### config.mk
export PLATFORM = sky130hd
export DESIGN_NAME = aafc_cell
export DESIGN_NICKNAME = d
export VERILOG_FILES = /design/src/rtl/aafc_pkg.sv /design/src/rtl/aafc_cell.sv
export SDC_FILE = /design/constraint.sdc
export NUM_CORES = 2
export LEC_CHECK = 0
export ABC_AREA = 1
export BUFFER_PORTS_ARGS = -buffer_cell sky130_fd_sc_hd__clkbuf_2
export CAP_MARGIN = 10
export CORE_ASPECT_RATIO = 1.2
export CORE_UTILIZATION = 41
export DETAILED_ROUTE_END_ITERATION = 16
export HOLD_SLACK_MARGIN = 0.06
export PLACE_DENSITY = 0.6
export SYNTH_ARGS = -nofsm -noshare
export SYNTH_HDL_FRONTEND = slang
export SYNTH_SLANG_ARGS = --single-unit
export TNS_END_PERCENT = 1
### constraint.sdc
create_clock -name clk -period 9.25 [get_ports clk]
set_input_delay 0.4625 -clock clk [delete_from_list [all_inputs] [get_ports clk]]
set_output_delay 0.4625 -clock clk [all_outputs]
set_load 0.02 [all_outputs]
### src/rtl/aafc_pkg.sv
// Shared types and constants for the box-against-frustum culling block.
// Holds the fixed-point widths, the box and result payloads and the beat passed
// between cells. Depends on nothing.
`default_nettype none

package aafc_pkg;

    localparam int NUM_PLANES     = 6;
    localparam int COORD_BITS     = 16;
    localparam int COEF_FRAC_BITS = 14;

    localparam int SLOT_BITS    = 16;
    localparam int PLANE_BITS   = 4 * SLOT_BITS;
    localparam int CFG_IDX_BITS = 3;
    localparam int CFG_BITS     = PLANE_BITS;

    localparam int COEF_BITS = COEF_FRAC_BITS + 2;
    localparam int HALF_BITS = COORD_BITS - 1;
    localparam int PROD_BITS = COORD_BITS + COEF_BITS;
    localparam int RAD_BITS  = HALF_BITS + COEF_BITS;
    localparam int OFS_BITS  = SLOT_BITS + COEF_FRAC_BITS;
    localparam int ACC_BITS  = ((PROD_BITS > OFS_BITS) ? PROD_BITS : OFS_BITS) + 4;

    typedef struct packed {
        logic signed [COORD_BITS-1:0] center_x;
        logic signed [COORD_BITS-1:0] center_y;
        logic signed [COORD_BITS-1:0] center_z;
        logic        [HALF_BITS-1:0]  half_x;
        logic        [HALF_BITS-1:0]  half_y;
        logic        [HALF_BITS-1:0]  half_z;
    } box_t;

    typedef struct packed {
        logic                  visible;
        logic [NUM_PLANES-1:0] outside_mask;
    } result_t;

    // One box travelling down the row of cells with the planes' verdicts so far.
    typedef struct packed {
        logic                  valid;
        box_t                  box;
        logic [NUM_PLANES-1:0] mask;
    } beat_t;

endpackage

`default_nettype wire

### src/rtl/aafc_cell.sv
// One culling cell: tests the passing box against one plane in three stages.
// Depends on aafc_pkg for the widths and the beat type.
`default_nettype none

module aafc_cell (
    input  logic                             clk,
    input  logic                             rst_n,
    input  logic [aafc_pkg::PLANE_BITS-1:0]  plane,
    input  aafc_pkg::beat_t                  up,
    output logic                             up_ready,
    output aafc_pkg::beat_t                  dn,
    input  logic                             dn_ready
);

    localparam int CB = aafc_pkg::COORD_BITS;
    localparam int HB = aafc_pkg::HALF_BITS;
    localparam int NB = aafc_pkg::COEF_BITS;
    localparam int PB = aafc_pkg::PROD_BITS;
    localparam int RB = aafc_pkg::RAD_BITS;
    localparam int OB = aafc_pkg::OFS_BITS;
    localparam int AB = aafc_pkg::ACC_BITS;
    localparam int SB = aafc_pkg::SLOT_BITS;
    localparam int NP = aafc_pkg::NUM_PLANES;

    logic signed [CB-1:0] coord [3];
    logic        [HB-1:0] half  [3];
    logic signed [NB-1:0] coef  [3];
    logic signed [PB-1:0] prod_next [3];
    logic        [RB-1:0] rad_next  [3];
    logic signed [OB-1:0] ofs_next;

    logic                   v1_reg, v2_reg, v3_reg;
    logic                   rdy1, rdy2, rdy3;
    aafc_pkg::box_t         box1_reg, box2_reg, box3_reg;
    logic [NP-1:0]          mask1_reg, mask2_reg, mask3_reg;
    logic [NP-1:0]          mask3_next;
    logic signed [PB-1:0]   prod_reg [3];
    logic        [RB-1:0]   rad_reg  [3];
    logic signed [OB-1:0]   ofs_reg;
    logic signed [AB-1:0]   sum_a_reg, sum_b_reg, sum_c_reg, sum_d_reg;
    logic signed [AB-1:0]   sum_a_next, sum_b_next, sum_c_next, sum_d_next;
    logic signed [AB-1:0]   total;

    assign coord[0] = up.box.center_x;
    assign coord[1] = up.box.center_y;
    assign coord[2] = up.box.center_z;
    assign half[0]  = up.box.half_x;
    assign half[1]  = up.box.half_y;
    assign half[2]  = up.box.half_z;

    for (genvar k = 0; k < 3; k++) begin : g_axis
        logic signed [PB-1:0] c_ext;
        logic signed [PB-1:0] n_ext;
        logic        [NB-1:0] n_mag;
        logic        [RB-1:0] h_ext;
        logic        [RB-1:0] m_ext;

        // Each coefficient takes the whole of its slot.
        assign coef[k]      = plane[k*SB +: NB];
        assign c_ext        = PB'(coord[k]);
        assign n_ext        = PB'(coef[k]);
        assign n_mag        = coef[k][NB-1] ? NB'(-n_ext) : NB'(n_ext);
        assign h_ext        = RB'(half[k]);
        assign m_ext        = RB'(n_mag);
        assign prod_next[k] = c_ext * n_ext;
        assign rad_next[k]  = h_ext * m_ext;
    end

    // The offset is brought to the product scale by appending fraction zeros.
    assign ofs_next = {plane[3*SB +: SB], {aafc_pkg::COEF_FRAC_BITS{1'b0}}};

    assign rdy3     = !v3_reg || dn_ready;
    assign rdy2     = !v2_reg || rdy3;
    assign rdy1     = !v1_reg || rdy2;
    assign up_ready = rdy1;

    assign sum_a_next = AB'(prod_reg[0]) + AB'(prod_reg[1]);
    assign sum_b_next = AB'(prod_reg[2]) + AB'(ofs_reg);
    assign sum_c_next = $signed(AB'(rad_reg[0])) + $signed(AB'(rad_reg[1]));
    assign sum_d_next = $signed(AB'(rad_reg[2]));

    assign total = (sum_a_reg + sum_b_reg) + (sum_c_reg + sum_d_reg);

    // Each cell shifts the verdicts down by one and enters its own at the top,
    // so the first cell's verdict ends in bit zero.
    always_comb
    begin
        mask3_next         = mask2_reg >> 1;
        mask3_next[NP-1]   = total[AB-1];
    end

    always_ff @(posedge clk or negedge rst_n)
    begin
        if (!rst_n)
        begin
            v1_reg <= 1'b0;
            v2_reg <= 1'b0;
            v3_reg <= 1'b0;
        end
        else
        begin
            if (rdy1)
            begin
                v1_reg <= up.valid;
            end
            if (rdy2)
            begin
                v2_reg <= v1_reg;
            end
            if (rdy3)
            begin
                v3_reg <= v2_reg;
            end
        end
    end

    always_ff @(posedge clk)
    begin
        if (rdy1 && up.valid)
        begin
            box1_reg  <= up.box;
            mask1_reg <= up.mask;
            prod_reg  <= prod_next;
            rad_reg   <= rad_next;
            ofs_reg   <= ofs_next;
        end
        if (rdy2 && v1_reg)
        begin
            box2_reg  <= box1_reg;
            mask2_reg <= mask1_reg;
            sum_a_reg <= sum_a_next;
            sum_b_reg <= sum_b_next;
            sum_c_reg <= sum_c_next;
            sum_d_reg <= sum_d_next;
        end
        if (rdy3 && v2_reg)
        begin
            box3_reg  <= box2_reg;
            mask3_reg <= mask3_next;
        end
    end

    assign dn.valid = v3_reg;
    assign dn.box   = box3_reg;
    assign dn.mask  = mask3_reg;

endmodule

`default_nettype wire

==> impl_results.md <==
- Element type at the critical path start: input port
- Reg2reg path depth: 10
- Ranking of synthesized cells by area: fa_1 (33%), edfxtp_1 (22%), inv_1 (11%)
- Critical Path AT: 7.22 ns
- Number of buffers created by CTS: 76
- Count of vias placed by the detailed router: 61974
- Total setup buffers inserted after CTS: 0
- Clock net sink count: 632
- Proportion of synthesized chip area in sequential cells: 0.2249
- R2r startpoint: sum_a_reg[31]
- Total nets after synthesis: 11803
- Overall track demand over capacity in global routing: 0.2173
- Final-stage net count: 11977
- Synthesized area divided by synthesized cell count: 8.788 um2
- Slowest cell on crit path: fa_1
- Rel. slew slack: 0.4209
- Combined flip-flop and latch cell area: 18960 um2
- Synth area leader: fa_1
- Maximum number of pins on one net before global-route repair: 100
- Worst Hold Depth: 1
- Highest fanout seen on the critical path: 18
- Global route overflow: 0
- Syn-to-layout area delta: 7.939%
- CTS tree: done
- Initial antenna violation count: 6
- Later-pin clock latency in the skew report: 0.71 ns
- Weighted congestion reported at the end of routability-driven placement: 0.9120
- Min cycle time layout: 6.777 ns
- Count of mapped cells out of synthesis: 9593
- Max stage delay on crit path: 0.56 ns
- Highest Clock Rate: 147.6 MHz
- Highest routing layer actually used: met4
- Run status: finished clean
- Critical path type: in2reg
- Via/cell ratio: 4.965
- Cell Area, Synth: 84300 um2
- Post-synth EDFFs: 629
- Die X-Extent: 415.9 um
- Maximum clock skew at final layout: 0.03641 ns
- Area occupied by multi-input gates: 55110 um2
- HPWL after detailed placement: 183500 um
- Placement Rows: 181
- Metal2 WL: 116500 um
- # Max-Cap Violations: 0
- WP data required: 9.69 ns
- Total I/O pin count: 268
- Library cell with the highest instance count after synthesis: inv_1
- Number of distinct library cells after synthesis: 56
- Count of buffers from port buffering: 266
- Critical register-to-register path endpoint: mask3_reg[5]
- Residual DRC count: 0
- Core area: 203600 um2
- Number of fillers in the final layout: 19838
- Mean routed wirelength per cell: 17.62 um
- Hold worst-path end: box1_reg[15]
- Clk Tree Root Cell: clkbuf_16
- Sum of routed wire length over all layers: 220000 um
- Pin slew with the least headroom to its limit: 0.8686 ns
- Reg-to-reg setup timing slack: 6.06 ns
- Fraction of layout cells with a size suffix above 1: 0.06147
- First DRT Iteration DRCs: 3349
- Hold path startpoint: up[21]
- Period utilization: 0.7327
- Commonest register cell after synthesis: edfxtp_1
- Share of synthesized flip-flops with an asynchronous set or reset: 0.004747
- RSZ-0062 raised after global routing: no
- List of most frequent post-synthesis cells: inv_1 (2405), nand2_1 (2207), fa_1 (1392), nor2_1 (685), ha_1 (651)
- Post-synthesis sequential element count: 632
- Initial core utilization: 0.4141
- Critical path endpoint category: flip-flop
- Flip-flop count of the largest register, all copies and words added: 96
- Iteration count of the initial detailed-routing pass: 6
- Final-layout setup total negative slack: 0 ns
- Antenna Nets Post-Route: 0
- Vertical extent of the die: 498.7 um
- Length of routed wiring on met1: 86080 um
- Final Hold Fails: 0
- Post-synth top area share: 0.3305
- Number of synthesis warnings: 0
- Clock transition at the registers of the reported paths: 0.06 ns
- Area enclosed by the die boundary: 207400 um2
- Wire length on met3: 9706 um
- Worst Hold Class: in2reg
- Number of global-route vias before repair: 66644
- Global-route wire length before repair: 355700 um
- Largest buffer count on any clock path: 3
- Max H-tree Level: 3
- Final setup violation count: 0
- Pins over their slew limit: 0
## through the flow
| step | hold slack, ns | utilization | instances | setup WS, ns | area, um2 |
|---|---|---|---|---|---|
| final | 0.1153 | 0.4470 | 12483 | 2.473 | 91000 |
| after floorplan | 0.1669 | - | 9593 | 1.845 | 84300 |
| after CTS | 0.06602 | 0.4469 | 12479 | 2.501 | 90990 |
| after global placement | 0.2614 | 0.4328 | 12304 | 1.826 | 88110 |
| after global routing | 0.08949 | 0.4469 | 12480 | 2.057 | 90990 |
| after detailed placement | 0.2663 | 0.4328 | 12304 | 1.776 | 88110 |
## how the worst max path moves through the flow
stage / slack, ns / cells past startpoint / to / startpoint
2_1_floorplan: 1.85 / 6 / box1_reg[0] / dn_ready
3_3_place_gp: 1.83 / 30 / rad_reg[87] / plane[1]
3_5_place_dp: 1.78 / 30 / rad_reg[91] / plane[1]
4_1_cts: 2.50 / 30 / rad_reg[87] / plane[1]
5_1_grt: 2.06 / 33 / rad_reg[56] / plane[17]
6_report: 2.47 / 30 / rad_reg[91] / plane[1]
## cells in the final DEF, fill, tap and decap left out, types with 16 or more instances in the layout
master / instances
o21bai_1: 27
clkbuf_16: 77
nor2_1: 685
nand4_1: 98
nor2_2: 30
clkbuf_2: 266
inv_2: 41
clkinv_1: 16
a21oi_1: 299
fa_1: 1392
nand2_2: 25
edfxtp_1: 629
ha_1: 651
nand2_1: 2207
nor3_1: 45
xor2_1: 134
nand3_1: 292
inv_1: 2403
a21oi_2: 20
or2_2: 40
dlygate4sd3_1: 38
o21ai_0: 164
xnor2_1: 30
a21o_1: 26
## cell families (layout without fill, tap and decap cells)
group / after synthesis / count (layout) / synth area share
AO/OA/AOI/OAI: 581 / 581 / 0.03837
flip-flops: 632 / 632 / 0.2249
AND/OR/NAND/NOR: 3490 / 3490 / 0.1704
adder cells (fa/ha/maj): 2043 / 2043 / 0.4272
other: 0 / 4 / 0
buffers and inverters: 2681 / 2914 / 0.1215
XOR/XNOR: 166 / 166 / 0.01769
## area by class of cell
type / instances / share of cell area
Clock buffer: 85 / 0.02150
Sequential cell: 632 / 0.2084
Timing Repair Buffer: 320 / 0.02027
Inverter: 2457 / 0.1016
Multi-Input combinational cell: 6280 / 0.6057
Tap cell: 2653 / 0.03648
Clock inverter: 52 / 0.005981
Antenna cell: 4 / 0.0001100
## timing repair
item                                   in CTS  in global routing
hold buffers                               38                  0
endpoints found under the hold margin      39                  0
gates resized for setup                     0                  0
## per-layer routing
metal	GRT usage	vias to the layer above
li1	-	29135
met1	0.2577	30941
met2	0.4040	1515
met3	0.02124	383
met4	0.07785	0
met5	0	-
## worst max-delay path, delay by kind of cell
kind	cells	cell delay (ns)
buffers and inverters	9	1.09
adder cells (fa/ha/maj)	8	3.69
AO/OA/AOI/OAI	3	0.71
AND/OR/NAND/NOR	10	1.25
Power is not shown: default switching activity piles up to over one toggle a cycle in this logic, so the estimate is an artifact.
